[config.mk]
export PLATFORM = sky130hd
export DESIGN_NAME = bitstream_file_header_parser_top
export DESIGN_NICKNAME = d
export VERILOG_FILES = /design/src/hdl/bfhp_pkg.sv /design/src/hdl/bfhp_core.sv /design/src/hdl/bfhp_outq.sv /design/src/hdl/bitstream_file_header_parser_top.sv
export SDC_FILE = /design/constraint.sdc
export NUM_CORES = 1
export LEC_CHECK = 0
export BUFFER_PORTS_ARGS = -buffer_cell sky130_fd_sc_hd__buf_2
export CAP_MARGIN = 10
export CORE_MARGIN = 5
export CORE_UTILIZATION = 45
export CTS_CLUSTER_SIZE = 30
export DETAILED_ROUTE_END_ITERATION = 16
export HOLD_SLACK_MARGIN = 0.08
export PLACE_DENSITY = 0.66
export SLEW_MARGIN = 10
export SYNTH_ARGS = -nofsm -noshare
export SYNTH_HDL_FRONTEND = slang
export SYNTH_SLANG_ARGS = --single-unit
[constraint.sdc]
create_clock -name i_clk -period 7.8 [get_ports i_clk]
set_input_delay 1.95 -clock i_clk [delete_from_list [all_inputs] [get_ports i_clk]]
set_output_delay 1.95 -clock i_clk [all_outputs]
set_load 0.03 [all_outputs]
[src/hdl/bfhp_pkg.sv]
// Shared types and constants for the bit-file header parser.
// Used by bfhp_core, bfhp_outq and bitstream_file_header_parser_top.
`default_nettype none

package bfhp_pkg;

    localparam int unsigned BYTE_W    = 8;
    localparam int unsigned WORD_W    = 16;
    localparam int unsigned HDR_LEN_W = 20;
    localparam int unsigned BLEN_W    = 32;
    localparam int unsigned STATUS_W  = 2;
    localparam int unsigned ERR_W     = 3;
    localparam int unsigned FID_W     = 2;
    localparam int unsigned TAG_W     = 3;
    localparam int unsigned CFG_IDX_W = 2;
    localparam int unsigned CFG_DAT_W = 20;

    // parse_status codes
    localparam logic [STATUS_W-1:0] ST_BUSY    = 2'd0;
    localparam logic [STATUS_W-1:0] ST_DONE    = 2'd1;
    localparam logic [STATUS_W-1:0] ST_INVALID = 2'd2;

    // error_kind codes
    localparam logic [ERR_W-1:0] ERR_NONE    = 3'd0;
    localparam logic [ERR_W-1:0] ERR_MAGIC   = 3'd1;
    localparam logic [ERR_W-1:0] ERR_VERSION = 3'd2;
    localparam logic [ERR_W-1:0] ERR_TAG     = 3'd3;
    localparam logic [ERR_W-1:0] ERR_STRING  = 3'd4;
    localparam logic [ERR_W-1:0] ERR_LONG    = 3'd5;

    // configuration register indexes
    localparam logic [CFG_IDX_W-1:0] CFG_EVEN_MAGIC = 2'd0;
    localparam logic [CFG_IDX_W-1:0] CFG_ODD_MAGIC  = 2'd1;
    localparam logic [CFG_IDX_W-1:0] CFG_MAX_HDR    = 2'd2;

    localparam logic [BYTE_W-1:0]    RST_EVEN_MAGIC = 8'h0F;
    localparam logic [BYTE_W-1:0]    RST_ODD_MAGIC  = 8'hF0;
    localparam logic [CFG_DAT_W-1:0] RST_MAX_HDR    = 20'd4096;

    localparam logic [WORD_W-1:0] VERSION_WORD = 16'h0001;
    localparam logic [BYTE_W-1:0] CHAR_A       = 8'h61;  // 'a'
    localparam logic [BYTE_W-1:0] CHAR_NUL     = 8'h00;
    localparam logic [TAG_W-1:0]  TAG_E_INDEX  = 3'd4;   // tag 'e'
    localparam logic [WORD_W-1:0] BLEN_BYTES   = 16'd4;

    typedef enum logic [3:0] {
        PH_IDLE      = 4'd0,
        PH_MAGLEN_HI = 4'd1,
        PH_MAGLEN_LO = 4'd2,
        PH_MAGIC     = 4'd3,
        PH_PAD       = 4'd4,
        PH_VER_HI    = 4'd5,
        PH_VER_LO    = 4'd6,
        PH_TAG       = 4'd7,
        PH_LEN_HI    = 4'd8,
        PH_LEN_LO    = 4'd9,
        PH_STRING    = 4'd10,
        PH_BLEN      = 4'd11,
        PH_DONE      = 4'd12,
        PH_ERROR     = 4'd13
    } t_phase;

    typedef struct packed {
        logic [BLEN_W-1:0]    bitstream_length;
        logic [HDR_LEN_W-1:0] header_length;
        logic                 field_last;
        logic                 field_byte_valid;
        logic [BYTE_W-1:0]    field_byte;
        logic [FID_W-1:0]     field_id;
        logic [ERR_W-1:0]     error_kind;
        logic [STATUS_W-1:0]  parse_status;
    } t_result;

endpackage

`default_nettype wire

[src/hdl/bfhp_core.sv]
// Header parser state machine and configuration registers.
// Computes one result per accepted byte; depends on bfhp_pkg.
`default_nettype none

module bfhp_core #(
    parameter int unsigned COUNT_WIDTH = 20
) (
    input  wire                              i_clk,
    input  wire                              i_rst_n,
    input  wire                              i_accept,
    input  wire  [bfhp_pkg::BYTE_W-1:0]      i_byte,
    input  wire                              i_sof,
    input  wire                              i_cfg_we,
    input  wire  [bfhp_pkg::CFG_IDX_W-1:0]   i_cfg_index,
    input  wire  [bfhp_pkg::CFG_DAT_W-1:0]   i_cfg_wdata,
    output bfhp_pkg::t_result                o_result
);
    import bfhp_pkg::*;

    localparam int unsigned CMP_W = (COUNT_WIDTH > CFG_DAT_W) ? COUNT_WIDTH : CFG_DAT_W;

    logic [BYTE_W-1:0]      r_even_magic;
    logic [BYTE_W-1:0]      r_odd_magic;
    logic [CFG_DAT_W-1:0]   r_max_hdr;

    t_phase                 r_phase,  n_phase;
    logic [COUNT_WIDTH-1:0] r_cnt,    n_cnt;
    logic [WORD_W-1:0]      r_rem,    n_rem;
    logic                   r_par,    n_par;
    logic [TAG_W-1:0]       r_tag,    n_tag;
    logic [BLEN_W-1:0]      r_acc,    n_acc;
    logic [ERR_W-1:0]       r_err,    n_err;

    // state as seen by this byte, after a possible restart
    t_phase                 e_phase;
    logic [COUNT_WIDTH-1:0] e_cnt;
    logic [WORD_W-1:0]      e_rem;
    logic                   e_par;
    logic [TAG_W-1:0]       e_tag;
    logic [BLEN_W-1:0]      e_acc;
    logic [ERR_W-1:0]       e_err;

    logic                   active;
    logic [COUNT_WIDTH-1:0] cnt_inc;
    logic                   too_long;
    logic [WORD_W-1:0]      word;
    logic [WORD_W-1:0]      rem_dec;
    logic [BYTE_W-1:0]      magic_exp;
    logic [BYTE_W-1:0]      tag_exp;
    logic                   string_hit;

    assign e_phase = i_sof ? PH_MAGLEN_HI : r_phase;
    assign e_cnt   = i_sof ? '0 : r_cnt;
    assign e_rem   = i_sof ? '0 : r_rem;
    assign e_par   = i_sof ? 1'b0 : r_par;
    assign e_tag   = i_sof ? '0 : r_tag;
    assign e_acc   = i_sof ? '0 : r_acc;
    assign e_err   = i_sof ? ERR_NONE : r_err;

    assign active = (e_phase != PH_IDLE) && (e_phase != PH_DONE) && (e_phase != PH_ERROR);
    // count saturates at all ones
    assign cnt_inc   = (e_cnt != '1) ? e_cnt + 1'b1 : e_cnt;
    assign too_long  = CMP_W'(cnt_inc) > CMP_W'(r_max_hdr);
    assign word      = {e_acc[BYTE_W-1:0], i_byte};
    assign rem_dec   = e_rem - 1'b1;
    assign magic_exp = e_par ? r_odd_magic : r_even_magic;
    assign tag_exp   = CHAR_A + BYTE_W'(e_tag);

    // next state
    always_comb begin
        n_phase = e_phase;
        n_cnt   = e_cnt;
        n_rem   = e_rem;
        n_par   = e_par;
        n_tag   = e_tag;
        n_acc   = e_acc;
        n_err   = e_err;
        if (active) begin
            n_cnt = cnt_inc;
            if (too_long) begin
                n_err   = ERR_LONG;
                n_phase = PH_ERROR;
            end else begin
                case (e_phase)
                    PH_MAGLEN_HI: begin
                        n_acc   = BLEN_W'(i_byte);
                        n_phase = PH_MAGLEN_LO;
                    end
                    PH_MAGLEN_LO: begin
                        if (word == '0) begin
                            n_err   = ERR_MAGIC;
                            n_phase = PH_ERROR;
                        end else begin
                            n_rem   = word - 1'b1;
                            n_par   = 1'b0;
                            n_phase = (word == WORD_W'(1)) ? PH_PAD : PH_MAGIC;
                        end
                    end
                    PH_MAGIC: begin
                        if (i_byte != magic_exp) begin
                            n_err   = ERR_MAGIC;
                            n_phase = PH_ERROR;
                        end else begin
                            n_par = ~e_par;
                            n_rem = rem_dec;
                            if (rem_dec == '0) begin
                                n_phase = PH_PAD;
                            end
                        end
                    end
                    PH_PAD: begin
                        n_phase = PH_VER_HI;
                    end
                    PH_VER_HI: begin
                        n_acc   = BLEN_W'(i_byte);
                        n_phase = PH_VER_LO;
                    end
                    PH_VER_LO: begin
                        if (word != VERSION_WORD) begin
                            n_err   = ERR_VERSION;
                            n_phase = PH_ERROR;
                        end else begin
                            n_tag   = '0;
                            n_phase = PH_TAG;
                        end
                    end
                    PH_TAG: begin
                        if (e_tag > TAG_E_INDEX || i_byte != tag_exp) begin
                            n_err   = ERR_TAG;
                            n_phase = PH_ERROR;
                        end else if (e_tag == TAG_E_INDEX) begin
                            n_acc   = '0;
                            n_rem   = BLEN_BYTES;
                            n_phase = PH_BLEN;
                        end else begin
                            n_phase = PH_LEN_HI;
                        end
                    end
                    PH_LEN_HI: begin
                        n_acc   = BLEN_W'(i_byte);
                        n_phase = PH_LEN_LO;
                    end
                    PH_LEN_LO: begin
                        if (word == '0) begin
                            n_err   = ERR_STRING;
                            n_phase = PH_ERROR;
                        end else begin
                            n_rem   = word;
                            n_phase = PH_STRING;
                        end
                    end
                    PH_STRING: begin
                        n_rem = rem_dec;
                        if (rem_dec == '0) begin
                            if (i_byte != CHAR_NUL) begin
                                n_err   = ERR_STRING;
                                n_phase = PH_ERROR;
                            end else begin
                                n_tag   = e_tag + 1'b1;
                                n_phase = PH_TAG;
                            end
                        end
                    end
                    PH_BLEN: begin
                        n_acc = {e_acc[BLEN_W-BYTE_W-1:0], i_byte};
                        n_rem = rem_dec;
                        if (rem_dec == '0) begin
                            n_phase = PH_DONE;
                        end
                    end
                    default: begin
                        n_err   = ERR_TAG;
                        n_phase = PH_ERROR;
                    end
                endcase
            end
        end
    end

    assign string_hit = active && !too_long && (e_phase == PH_STRING);

    // result for this byte
    always_comb begin
        o_result = '0;
        if (n_phase == PH_DONE) begin
            o_result.parse_status     = ST_DONE;
            o_result.header_length    = HDR_LEN_W'(n_cnt);
            o_result.bitstream_length = n_acc;
        end else if (n_phase == PH_ERROR) begin
            o_result.parse_status = ST_INVALID;
            o_result.error_kind   = n_err;
        end else begin
            o_result.parse_status = ST_BUSY;
        end
        if (string_hit) begin
            o_result.field_byte_valid = 1'b1;
            o_result.field_id         = e_tag[FID_W-1:0];
            o_result.field_byte       = i_byte;
            o_result.field_last       = (rem_dec == '0);
        end
    end

    always_ff @(posedge i_clk) begin
        if (!i_rst_n) begin
            r_even_magic <= RST_EVEN_MAGIC;
            r_odd_magic  <= RST_ODD_MAGIC;
            r_max_hdr    <= RST_MAX_HDR;
        end else if (i_cfg_we) begin
            case (i_cfg_index)
                CFG_EVEN_MAGIC: r_even_magic <= i_cfg_wdata[BYTE_W-1:0];
                CFG_ODD_MAGIC:  r_odd_magic  <= i_cfg_wdata[BYTE_W-1:0];
                CFG_MAX_HDR:    r_max_hdr    <= i_cfg_wdata;
                default: begin
                end
            endcase
        end
    end

    always_ff @(posedge i_clk) begin
        if (!i_rst_n) begin
            r_phase <= PH_IDLE;
            r_cnt   <= '0;
            r_rem   <= '0;
            r_par   <= 1'b0;
            r_tag   <= '0;
            r_acc   <= '0;
            r_err   <= ERR_NONE;
        end else if (i_accept) begin
            r_phase <= n_phase;
            r_cnt   <= n_cnt;
            r_rem   <= n_rem;
            r_par   <= n_par;
            r_tag   <= n_tag;
            r_acc   <= n_acc;
            r_err   <= n_err;
        end
    end

    a_error_has_kind: assert property (@(posedge i_clk) disable iff (!i_rst_n)
        (r_phase == PH_ERROR) |-> (r_err != ERR_NONE))
        else $error("error phase without an error kind");

    a_idle_count_zero: assert property (@(posedge i_clk) disable iff (!i_rst_n)
        (r_phase == PH_IDLE) |-> (r_cnt == '0))
        else $error("byte count advanced while idle");

    a_no_string_on_done: assert property (@(posedge i_clk) disable iff (!i_rst_n)
        (i_accept && o_result.field_byte_valid) |-> (o_result.parse_status != ST_DONE))
        else $error("string byte reported with a complete header");

endmodule

`default_nettype wire

[src/hdl/bfhp_outq.sv]
// Two-entry result queue between the parser and the output stream.
// Lets a new byte be taken while a result still waits; depends on bfhp_pkg.
`default_nettype none

module bfhp_outq (
    input  wire                i_clk,
    input  wire                i_rst_n,
    input  wire                i_push,
    input  bfhp_pkg::t_result  i_data,
    output logic               o_ready,
    output logic               o_valid,
    input  wire                i_pop_ready,
    output bfhp_pkg::t_result  o_data
);
    import bfhp_pkg::*;

    t_result    r_mem [2];
    logic       r_wr_ptr;
    logic       r_rd_ptr;
    logic [1:0] r_count, n_count;
    logic       pop;

    assign o_ready = (r_count != 2'd2);
    assign o_valid = (r_count != 2'd0);
    assign o_data  = r_mem[r_rd_ptr];
    assign pop     = o_valid && i_pop_ready;

    always_comb begin
        n_count = r_count;
        if (i_push && !pop) begin
            n_count = r_count + 2'd1;
        end else if (!i_push && pop) begin
            n_count = r_count - 2'd1;
        end
    end

    always_ff @(posedge i_clk) begin
        if (i_push) begin
            r_mem[r_wr_ptr] <= i_data;
        end
    end

    always_ff @(posedge i_clk) begin
        if (!i_rst_n) begin
            r_wr_ptr <= 1'b0;
            r_rd_ptr <= 1'b0;
            r_count  <= 2'd0;
        end else begin
            if (i_push) begin
                r_wr_ptr <= ~r_wr_ptr;
            end
            if (pop) begin
                r_rd_ptr <= ~r_rd_ptr;
            end
            r_count <= n_count;
        end
    end

    a_count_range: assert property (@(posedge i_clk) disable iff (!i_rst_n)
        r_count != 2'd3)
        else $error("result queue count out of range");

    a_ptr_match: assert property (@(posedge i_clk) disable iff (!i_rst_n)
        ((r_count == 2'd0) || (r_count == 2'd2)) |-> (r_wr_ptr == r_rd_ptr))
        else $error("result queue pointers disagree with count");

    a_no_push_when_full: assert property (@(posedge i_clk) disable iff (!i_rst_n)
        (r_count == 2'd2) |-> !i_push)
        else $error("result pushed into a full queue");

endmodule

`default_nettype wire

[src/hdl/bitstream_file_header_parser_top.sv]
// Top level of the bit-file header parser: stream ports, parser and result queue.
// Instantiates bfhp_core and bfhp_outq; depends on bfhp_pkg.
//
// Channel   Dir  Width           Contents
// s_axis    in   tdata 8, tuser 1  one raw file byte; tuser marks start of file
// m_axis    out  tdata 72, tuser 3, tlast  one result per byte
// cfg       in   index 2, data 20  even magic, odd magic, header limit
//
// One byte per clock is accepted while the result queue has room; each byte's result
// is registered in the result queue and is offered on m_axis in order of arrival.
// A two-entry queue keeps input open while one result waits.
// Synchronous active-low reset returns the parser to idle and loads register defaults.
// Input stalls only when two results are held unread.
`default_nettype none

module bitstream_file_header_parser_top #(
    parameter int unsigned COUNT_WIDTH = 20
) (
    input  wire                              i_clk,
    input  wire                              i_rst_n,
    input  wire                              i_s_axis_tvalid,
    output logic                             o_s_axis_tready,
    input  wire  [7:0]                       i_s_axis_tdata,  // [7:0] data_byte
    input  wire  [0:0]                       i_s_axis_tuser,  // [0] start_of_file
    output logic                             o_m_axis_tvalid,
    input  wire                              i_m_axis_tready,
    // [1:0] parse_status, [4:2] error_kind, [12:5] field_byte,
    // [32:13] header_length, [64:33] bitstream_length, [71:65] zero
    output logic [71:0]                      o_m_axis_tdata,
    output logic [2:0]                       o_m_axis_tuser,  // [1:0] field_id, [2] field_byte_valid
    output logic                             o_m_axis_tlast,  // field_last
    input  wire                              i_cfg_we,
    input  wire  [bfhp_pkg::CFG_IDX_W-1:0]   i_cfg_index,
    input  wire  [bfhp_pkg::CFG_DAT_W-1:0]   i_cfg_wdata
);
    import bfhp_pkg::*;

    logic    accept;
    t_result core_result;
    t_result q_result;

    assign accept = i_s_axis_tvalid && o_s_axis_tready;

    bfhp_core #(
        .COUNT_WIDTH(COUNT_WIDTH)
    ) u_core (
        .i_clk      (i_clk),
        .i_rst_n    (i_rst_n),
        .i_accept   (accept),
        .i_byte     (i_s_axis_tdata),
        .i_sof      (i_s_axis_tuser[0]),
        .i_cfg_we   (i_cfg_we),
        .i_cfg_index(i_cfg_index),
        .i_cfg_wdata(i_cfg_wdata),
        .o_result   (core_result)
    );

    bfhp_outq u_outq (
        .i_clk      (i_clk),
        .i_rst_n    (i_rst_n),
        .i_push     (accept),
        .i_data     (core_result),
        .o_ready    (o_s_axis_tready),
        .o_valid    (o_m_axis_tvalid),
        .i_pop_ready(i_m_axis_tready),
        .o_data     (q_result)
    );

    assign o_m_axis_tdata = {7'd0,
                             q_result.bitstream_length,
                             q_result.header_length,
                             q_result.field_byte,
                             q_result.error_kind,
                             q_result.parse_status};
    assign o_m_axis_tuser = {q_result.field_byte_valid, q_result.field_id};
    assign o_m_axis_tlast = q_result.field_last;

endmodule

`default_nettype wire
==> results of run 1 <==
## how the worst min path moves through the flow
stage	start	to	cells past startpoint
2_1_floorplan	u_core.r_max_hdr[10]$_SDFFE_PN0P_	u_core.r_max_hdr[10]$_SDFFE_PN0P_	2
3_3_place_gp	u_core.r_max_hdr[10]$_SDFFE_PN0P_	u_core.r_max_hdr[10]$_SDFFE_PN0P_	2
3_5_place_dp	u_core.r_max_hdr[18]$_SDFFE_PN0P_	u_core.r_max_hdr[18]$_SDFFE_PN0P_	2
4_1_cts	u_core.r_max_hdr[18]$_SDFFE_PN0P_	u_core.r_max_hdr[18]$_SDFFE_PN0P_	2
5_1_grt	u_core.r_max_hdr[2]$_SDFFE_PN0P_	u_core.r_max_hdr[2]$_SDFFE_PN0P_	2
6_report	u_core.r_max_hdr[18]$_SDFFE_PN0P_	u_core.r_max_hdr[18]$_SDFFE_PN0P_	2
## Yosys cell counts (9+ instances only)
cell      number
ha_1          28
nor2b_1       22
nor2_1       134
o22ai_1       12
nand4_1       20
nand3_1       24
and3_1         9
inv_1         36
xnor2_1       30
buf_1         17
buf_4          9
nor3_1        33
clkbuf_1      83
xor2_1        37
a21oi_1       86
nand2b_1      15
dfxtp_1      120
or3_1         20
mux2_2        71
o21ai_0       72
a31oi_1       14
edfxtp_1     138
a22oi_1       75
buf_2         12
mux2i_1       21
nor4_1        69
and2_1        15
nand2_1      139
## cells by family (layout without fill, tap and decap cells)
kind of cell,Yosys count,after routing,share of synthesized area (%)
muxes,92,92,7.14
buffers and inverters,158,224,4.54
adders and majority gates,28,28,2.48
other,1,7,0.0265
and+or+nand+nor,540,540,19.3
AOI/OAI and AO/OA,345,345,16.0
xor gates and xnor gates,67,67,4.15
DFF,258,258,46.3
## layer usage
metal  part of all wire (%)  up-vias
li1                       -     5597
met5                      0        -
met2                     44      525
met1                     46     5631
met3                    9.3       52
met4                    1.4        0
## state kept, by name (all words and copies together), names as in the netlist, named ones only
| register | flops |
|---|---|
| u_core.r_acc | 32 |
| u_core.r_even_magic | 8 |
| u_core.r_odd_magic | 8 |
| u_outq.r_wr_ptr | 1 |
| u_core.r_err | 3 |
| u_outq.r_rd_ptr | 1 |
| u_core.r_rem | 16 |
| u_core.r_max_hdr | 20 |
| u_core.r_tag | 3 |
| u_core.r_par | 1 |
| u_core.r_phase | 4 |
| u_core.r_cnt | 20 |
| u_outq.r_mem | 138 |
| u_outq.r_count | 2 |
## cell type report
| cell class | count | area (um^2) | share of cell area [%] |
|---|---|---|---|
| clock buffers | 45 | 837 | 5.28 |
| clock inverters | 7 | 66.3 | 0.419 |
| inverters | 37 | 139 | 0.877 |
| multi-input cells | 1079 | 7000 | 44.2 |
| flip-flops and latches | 258 | 6550 | 41.3 |
| well taps | 396 | 495 | 3.13 |
| repair buffers | 135 | 761 | 4.80 |
## cell usage in the layout (no fill, tap or decap), types with 29 or more instances in the layout
master       n
edfxtp_1   138
clkbuf_16   29
a21oi_1     86
nor2_1     133
o21ai_0     72
nand2_1    139
mux2_2      71
nor4_1      69
inv_1       35
nor3_1      32
a22oi_1     75
dfxtp_1    119
buf_2      106
xnor2_1     30
xor2_1      37
## stage by stage
| step | utilization [%] | std cells | total power [uW] |
|---|---|---|---|
| global placement | 48.5 | 1905 | 3060 |
| detailed placement | 48.5 | 1905 | 3070 |
| finish | 51.4 | 1957 | 4340 |
| global route | 51.4 | 1957 | 4550 |
| CTS | 51.4 | 1957 | 4370 |
| floorplan | - | 1495 | 2680 |
## worst register-to-register path, stage by stage (launching register included)
cell,delay [ns]
dfxtp_1,0.37
nor2b_1,0.35
ha_1,0.27
nand3b_1,0.11
nor2_1,0.23
nand3_1,0.37
nand4b_1,0.37
nor3_1,0.10
xnor2_1,0.15
ha_1,0.29
nand4_1,0.20
nor4_1,0.46
and2_1,0.27
o211a_1,0.24
a31oi_1,0.19
a21oi_4,0.75
buf_12,0.29
nor4_1,0.12
## power by group
part / switching, uW / internal (uW)
sequential: 77.1 / 1600
clock: 529 / 764
combinational: 959 / 410
==> impl_metrics.ini, run 1 <==
[clock_network]
cts.htree.levels = 1
cts_tree = done
clock-sinks = 258
postCtsResizedCells = 0
cts_hold_buf = 0
cts_buffers = 28
cts_root_buf = clkbuf_16
post_cts_buffers = 0
clkTransAtPathRegs_ns = 0.06
worstSkewPairLatency_ns = 0.54
cts.path.max_buffers = 3

[floorplan]
ios = 114
core_area_um2 = 30800
die_area_um2 = 35100
die_w_um = 187
die_h_um = 187
floorplan.rows = 64
start_util_pct = 45.8

[route]
wl_per_cell_um = 20.2
vias = 11800
ant_nets = 0
drtPass1Iterations = 6
wl_mm = 39.6
route.detailed.drc = 0
vias_per_cell = 6.03
drt_iter0_drc = 1289

[placed_design]
hpwl_mm = 26.5
pre_cts_ws_ns = 0.657
gp_congestion = 0.956
io_buffers = 106
placed_cell_area_um2 = 14900

[cells_and_area]
n_antenna_cell = 0
fill_cells = 2827
drive_gt1_share_pct = 17.7
synthToLayoutAreaGrowth_pct = 12.1
finalNetCount = 1603
fin_area_um2 = 15800

[job]
max_cap_violations = 0

[sta]
fin_skew_ns = 0.0109
hold_viol_final = 0
rsz0062_at_grt = false
period_minus_slack_ns = 6.72
setup_viol = 0
worst_slack_ns = 1.08
final_max_slew_viol_count = 0
holdWs_ns = 0.455
relSlewSlack_pct = 27.4
worst_slew_pin_slew_ns = 1.09
finalSetupTns_ns = 0
period_share_pct = 86.2
fmax_mhz = 149

[synthesis]
async_reset_ff_share_pct = 0
synth_top_area_share_pct = 29.3
synthTopCellsByArea = edfxtp_1 29%, dfxtp_1 17%, mux2_2 5.7%
netlist_area_um2 = 14100
ys_seq_elements = 258
seq_area_frac_synth_pct = 46.3
synth_edf_count = 138
ys.flop_type = edfxtp_1
netlist_instances = 1489
syn_area_per_cell_um2 = 9.49
synthDistinctLibCells = 74
yosysWarnings = 0
yosysTopAreaCell = edfxtp_1

[worst_setup_path]
worstSetupPathDepth = 18
startpoint = i_s_axis_tuser
crit_buf_inv = 2
crit_arrival_ns = 6.97
rrSetupSlack_ns = 2.35
cp_slowest_cell = a21oi_4
path_cells = buf_2, nor2b_1, ha_1, nand3b_1, nor2_1, nand3_1, nand4b_1, nor3_1, xnor2_1, ha_1, nand4_1, nor4_1, and2_1, o211a_1, a31oi_1, a21oi_4, buf_12, nor4_1
startpoint_type = primary input
r2r_end = u_outq.r_mem[0][50]$_DFFE_PP_
cp_max_fo = 33
r2r-start = u_core.r_cnt[0]$_SDFFE_PN0P_
max_stage_delay_ns = 0.75
worstSetupPathType = primary input to flop
critPathCaptureType = flop
required_ns = 8.04
setup.worst_path.end = u_outq.r_mem[0][50]$_DFFE_PP_
crit_family = simple AND/OR/NAND/NOR gates
reg2reg_depth = 17

[global_routing]
grt_use_met3_pct = 4.68
grt_max_degree = 94
grt_pass1_vias = 11200
grt.busiest_layer = met2
grt_use_met2_pct = 33.0
track_usage_pct = 21.8
grt_use_met1_pct = 32.5
antenna_found_initial = 0
grt_pass1_wl_mm = 63.4
grt_overflow = 0

[power]
leakage_uw = 0.00564
power.density_nw_per_um2 = 274
ir_drop_v = 0.000201

[worst_hold_path]
hp-class = flop to flop

[status]
status = completed
No activity file was read; power rests on OpenSTA's default activity.
==> run 2, diff against run 1 <==
BUFFER_PORTS_ARGS = -buffer_cell sky130_fd_sc_hd__clkbuf_2   (was -buffer_cell sky130_fd_sc_hd__buf_2)
MAX_ROUTING_LAYER = met4   (was not set)
==> impl_metrics.ini, run 2 (same netlist as run 1, synthesis figures left out) <==
[status]
status = completed

[sta]
hold_viol_final = 0
rsz0062_at_grt = false
fmax_mhz = 150
final_max_slew_viol_count = 0
relSlewSlack_pct = 25.4
finalSetupTns_ns = 0
period_minus_slack_ns = 6.69
worst_slew_pin_slew_ns = 1.12
period_share_pct = 85.8
setup_viol = 0
fin_skew_ns = 0.0240

[floorplan]
die_w_um = 187
die_area_um2 = 35100
core_area_um2 = 30800
floorplan.rows = 64
ios = 114
die_h_um = 187
start_util_pct = 45.8

[worst_setup_path]
worstSetupPathType = primary input to flop
crit_arrival_ns = 6.98
reg2reg_depth = 17
cp_max_fo = 19
required_ns = 8.09
rrSetupSlack_ns = 2.39
critPathCaptureType = flop
r2r_end = u_outq.r_mem[1][58]$_DFFE_PP_
r2r-start = u_core.r_cnt[0]$_SDFFE_PN0P_
startpoint_type = primary input

[route]
wl_mm = 39.4
vias = 11800
wl_per_cell_um = 20.1
route.detailed.drc = 0
drt_iter0_drc = 1105
drtPass1Iterations = 7
ant_nets = 0
vias_per_cell = 6.01

[clock_network]
cts_hold_buf = 0
post_cts_buffers = 0
clkTransAtPathRegs_ns = 0.06
cts_tree = done
cts.path.max_buffers = 3
clock-sinks = 258
cts_buffers = 27
cts_root_buf = clkbuf_16
postCtsResizedCells = 0
worstSkewPairLatency_ns = 0.55
cts.htree.levels = 1

[cells_and_area]
reg_top3 = u_outq.r_mem x138, u_core.r_acc x32
largest_register = u_outq.r_mem
final_common_cell = nand2_1
largest_reg_flops = 138
finalNetCount = 1603
fin_util_pct = 51.1
layout_common_cells = 139 x nand2_1, 138 x edfxtp_1, 133 x nor2_1
synthToLayoutAreaGrowth_pct = 11.5
drive_gt1_share_pct = 17.3
fin_area_um2 = 15800
n_antenna_cell = 0

[power]
netSwitchingFraction_pct = 36.4
p_sw_uw = 1550
internal_power_uw = 2700
ir_drop_v = 0.000176
seqPwrFrac_pct = 39.3
leakage_uw = 0.00561
clockPowerShare_pct = 28.5
power.density_nw_per_um2 = 270
p_comb_share_pct = 32.2

[worst_hold_path]
hold_path_end = u_core.r_max_hdr[8]$_SDFFE_PN0P_
hold-path-cell-count = 2
hp-class = flop to flop
min_from = u_core.r_max_hdr[8]$_SDFFE_PN0P_

[global_routing]
track_usage_pct = 21.9
grt_overflow = 0
antenna_found_initial = 0
grt_pass1_vias = 10800
grt_pass1_wl_mm = 61.7
grt_max_degree = 94

[placed_design]
io_buffers = 106
gp_congestion = 0.953
hpwl_mm = 26.9
placed_cell_area_um2 = 14900

[job]
max_cap_violations = 0
run 2: cell count changes in the layout (fill, tap and decap cells not counted):
cell | before | now
buf_4 | 28 | 29
clkinv_1 | 2 | 4
inv_6 | 0 | 1
buf_2 | 106 | 0
clkbuf_1 | 10 | 13
clkinv_4 | 2 | 0
clkbuf_2 | 1 | 106
clkinv_2 | 3 | 2
clkinvlp_4 | 0 | 1
clkbuf_8 | 5 | 2
clkbuf_16 | 29 | 27
run 2: how the worst max path moves through the flow:
stage | start | to | slack, ns | depth (start not counted)
2_1_floorplan | i_s_axis_tuser | u_outq.r_mem[0][58]$_DFFE_PP_ | 0.07 | 25
3_3_place_gp | i_s_axis_tuser | u_core.r_acc[6]$_SDFFE_PN0P_ | 0.90 | 19
3_5_place_dp | i_s_axis_tuser | u_outq.r_mem[0][58]$_DFFE_PP_ | 0.70 | 18
4_1_cts | i_s_axis_tuser | u_outq.r_mem[1][58]$_DFFE_PP_ | 1.26 | 18
5_1_grt | i_s_axis_tuser | u_outq.r_mem[1][58]$_DFFE_PP_ | 0.77 | 18
6_report | i_s_axis_tuser | u_outq.r_mem[1][58]$_DFFE_PP_ | 1.11 | 18
run 2: power groups by stage:
stage	clock network (uW)	registers [uW]	logic [uW]
finish	1210	1670	1370
CTS	1240	1670	1370
detailed placement	0	1700	1360
global route	1310	1690	1460
global placement	0	1690	1370
floorplan	0	1670	1010
run 2: layout make-up:
cell class / instances / area [um^2]
fill: 2839 / 15100
multi-input combinational: 1079 / 7000
sequential: 258 / 6550
timing repair buffer: 136 / 768
clock buffer: 42 / 752
tap: 396 / 495
inverter: 37 / 139
clock inverter: 8 / 67.6
run 2: worst max-delay path: stages:
cell and delay, ns:
clkbuf_2 0.22, nor2b_1 0.35, ha_1 0.25, nand3b_1 0.10
nor2_1 0.24, nand3_1 0.37, nand4b_1 0.37, nor3_1 0.09
xnor2_1 0.14, ha_1 0.30, nand4_1 0.20, nor4_1 0.31
o21ai_0 0.15, and4_1 0.26, o21ai_1 0.36, and2_1 0.69
a22oi_1 0.21, nor4_1 0.38
run 2: stage by stage:
step	hold slack (ns)	cells	power [uW]	worst slack, ns
after global routing	0.479	1956	4450	0.766
after CTS	0.455	1956	4280	1.26
after floorplan	0.436	1495	2680	0.0691
after global placement	0.444	1906	3060	0.899
final	0.457	1956	4250	1.11
after detailed placement	0.447	1906	3060	0.697
run 2: per-layer routing:
layer	global-route usage, %	vias to the layer above	part of all wire, %
li1	-	5606	-
met1	32.8	5591	47
met2	31.7	506	43
met5	-	-	0
met4	4.21	0	1.5
met3	3.34	50	8.0
